**src/rtl/core/sdcrc_pkg.sv**
```systemverilog
// Shared types, constants and CRC functions for the four-lane SD data CRC block.
`timescale 1ns / 1ps
package sdcrc_pkg;

  localparam int unsigned BYTE_W         = 8;
  localparam int unsigned CRC_W          = 16;
  localparam int unsigned LANES          = 4;
  localparam int unsigned CRC_BEATS      = 8;
  localparam int unsigned FIFO_DEPTH_DEF = 4;

  localparam logic [CRC_W-1:0] CRC_POLY = 16'h1021;

  typedef logic [LANES-1:0][CRC_W-1:0] lanes_t;

  typedef struct packed {
    logic [BYTE_W-1:0] data;
    logic              last;
    lanes_t            crc;
  } entry_t;

  function automatic logic [CRC_W-1:0] crc_feed_bit(input logic [CRC_W-1:0] crc,
                                                    input logic bit_in);
    logic fb;
    fb = crc[CRC_W-1] ^ bit_in;
    return {crc[CRC_W-2:0], 1'b0} ^ (fb ? CRC_POLY : '0);
  endfunction

  // Each lane w takes data bit 4+w first, then data bit w.
  function automatic lanes_t crc_byte_update(input lanes_t crc, input logic [BYTE_W-1:0] data);
    lanes_t nxt;
    for (int w = 0; w < LANES; w++) begin
      nxt[w] = crc_feed_bit(crc_feed_bit(crc[w], data[LANES + w]), data[w]);
    end
    return nxt;
  endfunction

endpackage

```
**src/rtl/core/sdcrc_front.sv**
```systemverilog
// Front end: accepts data beats, updates the per-lane CRCs and queues work entries.
`timescale 1ns / 1ps
module sdcrc_front (
  input  logic                  clk_i,
  input  logic                  rst_ni,
  input  logic                  in_valid_i,
  output logic                  in_ready_o,
  input  logic [7:0]            data_byte_i,
  input  logic                  last_byte_i,
  output logic                  push_valid_o,
  input  logic                  push_ready_i,
  output sdcrc_pkg::entry_t     push_entry_o
);
  import sdcrc_pkg::*;

  lanes_t lane_crc_q, lane_crc_d;
  lanes_t crc_upd;
  logic   fire;

  assign in_ready_o   = push_ready_i;
  assign push_valid_o = in_valid_i;
  assign fire         = in_valid_i && push_ready_i;

  always_comb begin
    crc_upd            = crc_byte_update(lane_crc_q, data_byte_i);
    push_entry_o.data  = data_byte_i;
    push_entry_o.last  = last_byte_i;
    push_entry_o.crc   = crc_upd;
    lane_crc_d         = lane_crc_q;
    if (fire) begin
      lane_crc_d = last_byte_i ? '0 : crc_upd;
    end
  end

  always_ff @(posedge clk_i or negedge rst_ni) begin
    if (!rst_ni) begin
      lane_crc_q <= '0;
    end else begin
      lane_crc_q <= lane_crc_d;
    end
  end

endmodule

```
**src/rtl/core/sdcrc_fifo.sv**
```systemverilog
// Short queue of work entries between the front and back ends.
`timescale 1ns / 1ps
module sdcrc_fifo #(
  parameter int unsigned Depth = sdcrc_pkg::FIFO_DEPTH_DEF
) (
  input  logic              clk_i,
  input  logic              rst_ni,
  input  logic              push_valid_i,
  output logic              push_ready_o,
  input  sdcrc_pkg::entry_t push_entry_i,
  output logic              pop_valid_o,
  input  logic              pop_ready_i,
  output sdcrc_pkg::entry_t pop_entry_o
);
  import sdcrc_pkg::*;

  localparam int unsigned PtrW = (Depth > 1) ? $clog2(Depth) : 1;
  localparam int unsigned CntW = $clog2(Depth + 1);

  entry_t            mem_q [Depth];
  logic [PtrW-1:0]   wr_ptr_q, wr_ptr_d, rd_ptr_q, rd_ptr_d;
  logic [CntW-1:0]   cnt_q, cnt_d;
  logic              do_push, do_pop;

  assign push_ready_o = (cnt_q != CntW'(Depth));
  assign pop_valid_o  = (cnt_q != '0);
  assign do_push      = push_valid_i && push_ready_o;
  assign do_pop       = pop_valid_o && pop_ready_i;
  assign pop_entry_o  = mem_q[rd_ptr_q];

  always_comb begin
    wr_ptr_d = wr_ptr_q;
    rd_ptr_d = rd_ptr_q;
    cnt_d    = cnt_q;
    if (do_push) begin
      wr_ptr_d = (wr_ptr_q == PtrW'(Depth - 1)) ? '0 : wr_ptr_q + 1'b1;
    end
    if (do_pop) begin
      rd_ptr_d = (rd_ptr_q == PtrW'(Depth - 1)) ? '0 : rd_ptr_q + 1'b1;
    end
    if (do_push && !do_pop) begin
      cnt_d = cnt_q + 1'b1;
    end else if (do_pop && !do_push) begin
      cnt_d = cnt_q - 1'b1;
    end
  end

  always_ff @(posedge clk_i or negedge rst_ni) begin
    if (!rst_ni) begin
      wr_ptr_q <= '0;
      rd_ptr_q <= '0;
      cnt_q    <= '0;
    end else begin
      wr_ptr_q <= wr_ptr_d;
      rd_ptr_q <= rd_ptr_d;
      cnt_q    <= cnt_d;
    end
  end

  always_ff @(posedge clk_i) begin
    if (do_push) begin
      mem_q[wr_ptr_q] <= push_entry_i;
    end
  end

endmodule

```
**src/rtl/core/sdcrc_back.sv**
```systemverilog
// Back end: sends each data beat, then the eight interleaved CRC beats after a last byte.
`timescale 1ns / 1ps
module sdcrc_back (
  input  logic              clk_i,
  input  logic              rst_ni,
  input  logic              pop_valid_i,
  output logic              pop_ready_o,
  input  sdcrc_pkg::entry_t pop_entry_i,
  output logic              out_valid_o,
  input  logic              out_ready_i,
  output logic [7:0]        out_byte_o,
  output logic              is_crc_o,
  output logic              block_end_o
);
  import sdcrc_pkg::*;

  localparam int unsigned CntW = $clog2(CRC_BEATS);
  localparam logic [CntW-1:0] LAST_BEAT = CntW'(CRC_BEATS - 1);

  localparam logic ST_DATA = 1'b0;
  localparam logic ST_TAIL = 1'b1;

  logic              state_q, state_d;
  logic [CntW-1:0]   cnt_q, cnt_d;
  lanes_t            snap_q, snap_d;
  logic              out_valid_q, out_valid_d;
  logic [BYTE_W-1:0] out_byte_q, out_byte_d;
  logic              is_crc_q, is_crc_d;
  logic              block_end_q, block_end_d;
  logic              slot_free;
  logic [BYTE_W-1:0] tail_byte;
  lanes_t            snap_shift;

  assign slot_free   = !out_valid_q || out_ready_i;
  assign pop_ready_o = slot_free && (state_q == ST_DATA);

  // Top two bits of each lane: high nibble from bit 15, low nibble from bit 14.
  always_comb begin
    for (int w = 0; w < LANES; w++) begin
      tail_byte[LANES + w] = snap_q[w][CRC_W-1];
      tail_byte[w]         = snap_q[w][CRC_W-2];
      snap_shift[w]        = {snap_q[w][CRC_W-3:0], 2'b00};
    end
  end

  always_comb begin
    state_d     = state_q;
    cnt_d       = cnt_q;
    snap_d      = snap_q;
    out_valid_d = out_valid_q && !out_ready_i;
    out_byte_d  = out_byte_q;
    is_crc_d    = is_crc_q;
    block_end_d = block_end_q;
    if (slot_free) begin
      unique case (state_q)
        ST_DATA: begin
          if (pop_valid_i) begin
            out_valid_d = 1'b1;
            out_byte_d  = pop_entry_i.data;
            is_crc_d    = 1'b0;
            block_end_d = 1'b0;
            if (pop_entry_i.last) begin
              state_d = ST_TAIL;
              snap_d  = pop_entry_i.crc;
              cnt_d   = '0;
            end
          end
        end
        ST_TAIL: begin
          out_valid_d = 1'b1;
          out_byte_d  = tail_byte;
          is_crc_d    = 1'b1;
          block_end_d = (cnt_q == LAST_BEAT);
          snap_d      = snap_shift;
          cnt_d       = cnt_q + 1'b1;
          if (cnt_q == LAST_BEAT) begin
            state_d = ST_DATA;
          end
        end
        default: state_d = ST_DATA;
      endcase
    end
  end

  always_ff @(posedge clk_i or negedge rst_ni) begin
    if (!rst_ni) begin
      state_q     <= ST_DATA;
      cnt_q       <= '0;
      out_valid_q <= 1'b0;
    end else begin
      state_q     <= state_d;
      cnt_q       <= cnt_d;
      out_valid_q <= out_valid_d;
    end
  end

  always_ff @(posedge clk_i) begin
    snap_q      <= snap_d;
    out_byte_q  <= out_byte_d;
    is_crc_q    <= is_crc_d;
    block_end_q <= block_end_d;
  end

  assign out_valid_o = out_valid_q;
  assign out_byte_o  = out_byte_q;
  assign is_crc_o    = is_crc_q;
  assign block_end_o = block_end_q;

endmodule

```
**src/rtl/core/sd_four_lane_data_crc.sv**
```systemverilog
// A data beat passes the queue, then the output register; throughput is one byte per cycle
// in and out unless the output stalls. A last byte adds eight CRC beats on the output, set
// by the single output register, and input stalls once the queue fills.
// Queue holds FifoDepth entries, each carrying the four lane CRCs after its byte.
// Reset (rst_ni low, asynchronous) clears the running lane CRCs, the queue and the output valid.
`timescale 1ns / 1ps
module sd_four_lane_data_crc #(
  parameter int unsigned FifoDepth = sdcrc_pkg::FIFO_DEPTH_DEF
) (
  input  logic       clk_i,
  input  logic       rst_ni,
  input  logic       in_valid_i,
  output logic       in_ready_o,
  input  logic [7:0] data_byte_i,
  input  logic       last_byte_i,
  output logic       out_valid_o,
  input  logic       out_ready_i,
  output logic [7:0] out_byte_o,
  output logic       is_crc_o,
  output logic       block_end_o
);
  import sdcrc_pkg::*;

  logic   push_valid, push_ready, pop_valid, pop_ready;
  entry_t push_entry, pop_entry;

  sdcrc_front u_front (
    .clk_i        (clk_i),
    .rst_ni       (rst_ni),
    .in_valid_i   (in_valid_i),
    .in_ready_o   (in_ready_o),
    .data_byte_i  (data_byte_i),
    .last_byte_i  (last_byte_i),
    .push_valid_o (push_valid),
    .push_ready_i (push_ready),
    .push_entry_o (push_entry)
  );

  sdcrc_fifo #(
    .Depth (FifoDepth)
  ) u_fifo (
    .clk_i        (clk_i),
    .rst_ni       (rst_ni),
    .push_valid_i (push_valid),
    .push_ready_o (push_ready),
    .push_entry_i (push_entry),
    .pop_valid_o  (pop_valid),
    .pop_ready_i  (pop_ready),
    .pop_entry_o  (pop_entry)
  );

  sdcrc_back u_back (
    .clk_i       (clk_i),
    .rst_ni      (rst_ni),
    .pop_valid_i (pop_valid),
    .pop_ready_o (pop_ready),
    .pop_entry_i (pop_entry),
    .out_valid_o (out_valid_o),
    .out_ready_i (out_ready_i),
    .out_byte_o  (out_byte_o),
    .is_crc_o    (is_crc_o),
    .block_end_o (block_end_o)
  );

endmodule

```
**config.mk**
```make
export PLATFORM = sky130hd
export DESIGN_NAME = sd_four_lane_data_crc
export DESIGN_NICKNAME = d
export VERILOG_FILES = /design/src/rtl/core/sdcrc_pkg.sv /design/src/rtl/core/sdcrc_front.sv /design/src/rtl/core/sdcrc_fifo.sv /design/src/rtl/core/sdcrc_back.sv /design/src/rtl/core/sd_four_lane_data_crc.sv
export SDC_FILE = /design/constraint.sdc
export NUM_CORES = 1
export LEC_CHECK = 0
export BUFFER_PORTS_ARGS = -buffer_cell sky130_fd_sc_hd__buf_2
export CORE_AREA = 3 3 235 237
export DETAILED_ROUTE_END_ITERATION = 8
export DIE_AREA = 0 0 238 240
export HOLD_SLACK_MARGIN = 0.12
export PLACE_DENSITY = 0.55
export SYNTH_ARGS = -nofsm -noshare
export SYNTH_HDL_FRONTEND = slang
export SYNTH_SLANG_ARGS = --single-unit
```
**constraint.sdc**
```tcl
create_clock -name clk_i -period 5.4 [get_ports clk_i]
set_input_delay 0.81 -clock clk_i [delete_from_list [all_inputs] [get_ports clk_i]]
set_output_delay 0.81 -clock clk_i [all_outputs]
set_load 0.05 [all_outputs]
```
* After elaboration in Yosys (flattened, before gate mapping)
Memory sizes are Yosys's and may differ from the RTL's.
Cells that the tools add are included.
** Storage, ports and cells
- Register bits :: 150
- Logic and storage cells :: 94
- Memories kept :: 1
- Output and inout port bits :: 12
- Memory bits (writable) :: 292
** Cells by class
- Add/subtract/negate cells :: 5
- Reductions and logical operators :: 15
- Muxes and demuxes :: 33
- Eq/ne operators :: 6
- Bitwise gates (word level) :: 17
** Memories
- u_fifo.mem_q :: words 4, width 73, read ports 1, clocked after Yosys merged registers in 0, write ports 1, RTL line sdcrc_fifo.sv:20 : entry_t mem_q [Depth];
** Operator list (number)
- 64-bit two-way mux :: 3
- 64-bit case mux with 2 select lines :: 1
- 16-bit bitwise XOR :: 8
- 13-bit two-way mux :: 8
- 8-bit case mux with 2 select lines :: 1
- 3-bit two-way mux :: 4
- 1-bit two-way mux :: 8
- 8-bit two-way mux :: 1
- 1-bit case mux with 2 select lines :: 4
- 1-bit bitwise XOR :: 8
- 3-bit by 1-bit adder with 3-bit output (second input constant) :: 2
- 1-bit logical AND :: 6
- 3-bit case mux with 2 select lines :: 1
- 2-bit by 1-bit adder with 2-bit output (second input constant) :: 2
- 2-bit equality test (second input constant) :: 2
- 1-bit zero test :: 4
- 2-bit two-way mux :: 2
- 2-bit inequality test (second input constant) :: 2
- 3-bit equality test (second input constant) :: 1
- 3-bit inequality test (second input constant) :: 1
- 3-bit AND reduction :: 1
- 3-bit nonzero test :: 1
- 3-bit by 1-bit subtractor with 3-bit output (second input constant) :: 1
- 2-bit AND reduction :: 1
- other kinds (3) :: 3

* Depth between registers and ports, before layout
- Word-level depth :: 7
- Mapped depth :: 11

* Hierarchy
Synthesis repeated with hierarchy kept, for this count alone.
** Second synthesis, totals
- Cells, all modules :: 879
- Area, all modules :: 18124.9 um^2
** Modules (own cells, without submodules)
- sdcrc_fifo :: times used 1, area an instance 10959.3 um^2, cells an instance 418, seq. area each 8943.6 um^2
- sdcrc_back :: times used 1, area an instance 3632.2 um^2, cells an instance 180, seq. area each 2347.3 um^2
- sdcrc_front :: times used 1, area an instance 3533.4 um^2, cells an instance 281, seq. area each 1601.5 um^2

* Worst setup path before layout
OpenSTA, ideal clock, no wires.
- Path kind :: input-to-reg
- Start :: in out_ready_i
- End :: reg u_back.snap_q[0] (netlist bit), enable pin
- Stages on the path :: 3
- Required time :: 4971 ps
- Data arrival time :: 2859 ps
- Path slack :: 2113 ps
- Cell sequence :: nor2b_1 a311oi_1 and2_1
** On the way
- Longest elaborated chain between the ends :: 2
** Ends and longest elaborated chain
- start, declared :: RTL line sd_four_lane_data_crc.sv:17 : input logic out_ready_i,
- 1-bit logical OR :: RTL line sdcrc_back.sv:34 : assign slot_free = !out_valid_q || out_ready_i;
- 3-bit AND reduction (no source line)
- end signal, assigned :: RTL line sdcrc_back.sv:98 : snap_q <= snap_d;
- end, declared :: RTL line sdcrc_back.sv:25 : lanes_t snap_q, snap_d;
Every way passes these cells.
A chain may end at the register's enable or synchronous reset.

* Worst setup path after layout
- Start :: reg u_fifo.rd_ptr_q[0]
- End :: reg u_back.snap_q[62] (netlist bit), enable pin
** On the way
- Longest elaborated chain between the ends :: 3
** Ends and longest elaborated chain
- start, declared :: RTL line sdcrc_fifo.sv:21 : logic [PtrW-1:0] wr_ptr_q, wr_ptr_d, rd_ptr_q, rd_ptr_d;
- start signal, assigned :: RTL line sdcrc_fifo.sv:55 : rd_ptr_q <= rd_ptr_d;
- memory 4 x 73 bit
- 2-bit inequality test (no source line)
- 3-bit AND reduction (no source line)
Every way passes these cells.

==> qor.yml <==
synth.most_common_cell: "edfxtp_1"
skew_ns: 0.0162
cts.htree.levels: 2
core_area_mm2: 0.0535
rsz0062_at_grt: "false"
criticalPathCategory: "register to register"
ant_nets: 0
async_reset_ff_share_pct: 17.2
drt_iter0_drc: 467
die_w_um: 238
wl_met2_um: 16300
fin_tns_setup_ns: 0
pin_count: 25
grt_pass1_vias: 8959
worst_r2r_path_depth: 4
required_ns: 5.58
r2r-start: "u_fifo.rd_ptr_q[0]"
clock_latency_ns: 0.54
antenna_found_initial: 0
grt_max_degree: 73
status: "finished, final reports clean"
path_max_fanout: 43
stdcell_area_mm2: 0.0199
cts_tree: "yes"
antennaDiodeCount: 0
drv_cap: 0
worstSetupStartpointType: "register"
syn_avg_cell_area_um2: 17.9
grt_overflow: 0
start_util_pct: 32.7
regToRegSetupSlack_ns: 2.46
clk_path_buf_depth: 3
cts.sinks: 442
holdBufCountCts: 0
drc_errors: 0
clk_pin_slew_worst_paths_ns: 0.06
drt-wirelength-per-cell_um: 20.0
min_path_type: "primary input to asynchronous set/reset pin"
ys_ff_latch: 442
die_area_mm2: 0.0571
finalNetCount: 1041
die_h_um: 240
hpwl_um: 17400
gp_congestion: 0.696
post_cts_buffers: 0
seq_area_frac_synth_pct: 73.8
worst_slew_pin_slew_ns: 1.03
clockRootBuffer: "clkbuf_16"
setup_viol: 0
postPlaceCellArea_mm2: 0.0183
irDropWorstVdd_mv: 0.611
portBuffers: 24
synth_nets: 1000
synth_cell_type_count: 37
fin_crit_sh_pct: 54.5
cts_resized: 0
syn_inst: 978
dr.pass1.iters: 5
yosys_warnings: 0
avgViaCountPerCell: 4.70
power_density_mw_per_mm2: 610
worst_ep_arrival_time_ns: 3.12
route.met3.wl_um: 1350
synth.largest_area_cell: "edfxtp_1"
routed_wl_um: 35000
slew_violations: 0
hold_viol_final: 0
synth_edf_count: 366
ys_top_cells_by_area: "edfxtp_1, dfrtp_1, mux4_2"
fmax_ghz: 0.340
post-synth-top-area-fraction_pct: 62.9
rows: 85
grt_pass1_wl_um: 54700
highest_layer: "met4"
ys_top_cells_by_count: "edfxtp_1, nand2_1, dfrtp_1, mux4_2, mux2_4"
syn_area_mm2: 0.0175
min_period_ns: 2.94
cts_buffers: 46
dr_total_vias: 8237
syn_to_final_growth_pct: 13.8
end_kind: "register"
p_leak_nw: 7.28
power_w: 0.0121
met1_length_um: 16700
relSlewSlack_pct: 31.4
ys.flop_type: "edfxtp_1"
timing.rr.end: "u_back.snap_q[62]"
drive_above_1_share_pct: 23.2
globalRouteTotalUtil_pct: 12.5
## final cells by class
type                       instances  area, um2
clock buffer                      73       1430
clock inverter                    12        134
fill                            4923      33600
inverter                          32        128
multi-input combinational        459       4190
sequential                       442      12900
tap                              696        871
timing repair buffer              38        228
## how the worst max path moves through the flow
stage                       startpoint           endpoint  cells after the start
floorplan                  out_ready_i   u_back.snap_q[0]                      3
finish              u_fifo.rd_ptr_q[0]  u_back.snap_q[62]                      4
CTS                 u_fifo.rd_ptr_q[0]  u_back.snap_q[62]                      4
detailed placement  u_fifo.rd_ptr_q[0]  u_back.snap_q[60]                      4
global placement    u_fifo.rd_ptr_q[0]  u_back.snap_q[62]                      4
global route        u_fifo.rd_ptr_q[0]  u_back.snap_q[62]                      4
## logic make-up (layout without fill, tap and decap cells)
logic type	after synthesis	in the layout	share of synthesized area (%)
XOR/XNOR	27	27	1.35
AND/OR/NAND/NOR	273	273	6.87
flip-flops	442	442	73.8
multiplexers	127	127	13.9
buffers and inverters	77	155	2.36
adder cells (fa/ha/maj)	9	9	0.687
AO/OA/AOI/OAI	23	23	1.08
## layout by cell type, fill, tap and decap left out, types with 2 or more instances in the layout
cell / count
edfxtp_1: 366
nand2_1: 194
dfrtp_1: 73
mux4_2: 72
mux2_4: 49
clkbuf_16: 49
nor2b_1: 41
inv_1: 30
xnor2_1: 25
buf_2: 23
o2bb2ai_1: 16
buf_4: 15
nor2_1: 13
clkbuf_1: 13
clkbuf_8: 11
and2_1: 9
ha_1: 8
clkinv_2: 8
and3_4: 4
mux2_2: 4
nand3_1: 4
bufinv_16: 3
mux2i_1: 2
nor3_1: 2
o211ai_1: 2
a21oi_1: 2
xor2_1: 2
dfrtp_4: 2
## per-stage QoR
| step | hold slack (ns) | worst slack (ns) | cells | util (%) |
|---|---|---|---|---|
| CTS | 0.246 | 2.28 | 1752 | 37.2 |
| global route | 0.269 | 2.16 | 1752 | 37.2 |
| detailed placement | 0.495 | 2.31 | 1667 | 34.2 |
| finish | 0.253 | 2.46 | 1752 | 37.2 |
| floorplan | 0.423 | 2.11 | 978 | - |
| global placement | 0.491 | 2.29 | 1667 | 34.2 |
## routing by layer
layer | vias up | track usage, %
li1 | 3712 | -
met1 | 4330 | 17.6
met2 | 147 | 20.5
met3 | 48 | 2.06
met4 | 0 | 2.88
met5 | - | 0
## critical path, cell delays in order (launching register included)
cell and delay (ns):
dfrtp_4 1.03, mux2i_1 0.17, a311oi_1 0.56, and2_2 0.27, buf_4 0.50
## state kept, by name, summed over array words and instances, names as in the netlist, 2 cells and up
signal	cells
u_fifo.cnt_q	3
u_front.lane_crc_q	64
u_fifo.mem_q	292
u_back.snap_q	64
u_fifo.rd_ptr_q	2
u_back.out_byte_o	8
u_back.cnt_q	3
u_fifo.wr_ptr_q	2
## power by group
| group | internal [W] | total (W) | switching (W) |
|---|---|---|---|
| Sequential | 0.00523 | 0.00585 | 0.000624 |
| Combinational | 0.00129 | 0.00306 | 0.00178 |
| Clock | 0.00195 | 0.00321 | 0.00126 |
Power figures use the tool's default switching activity.
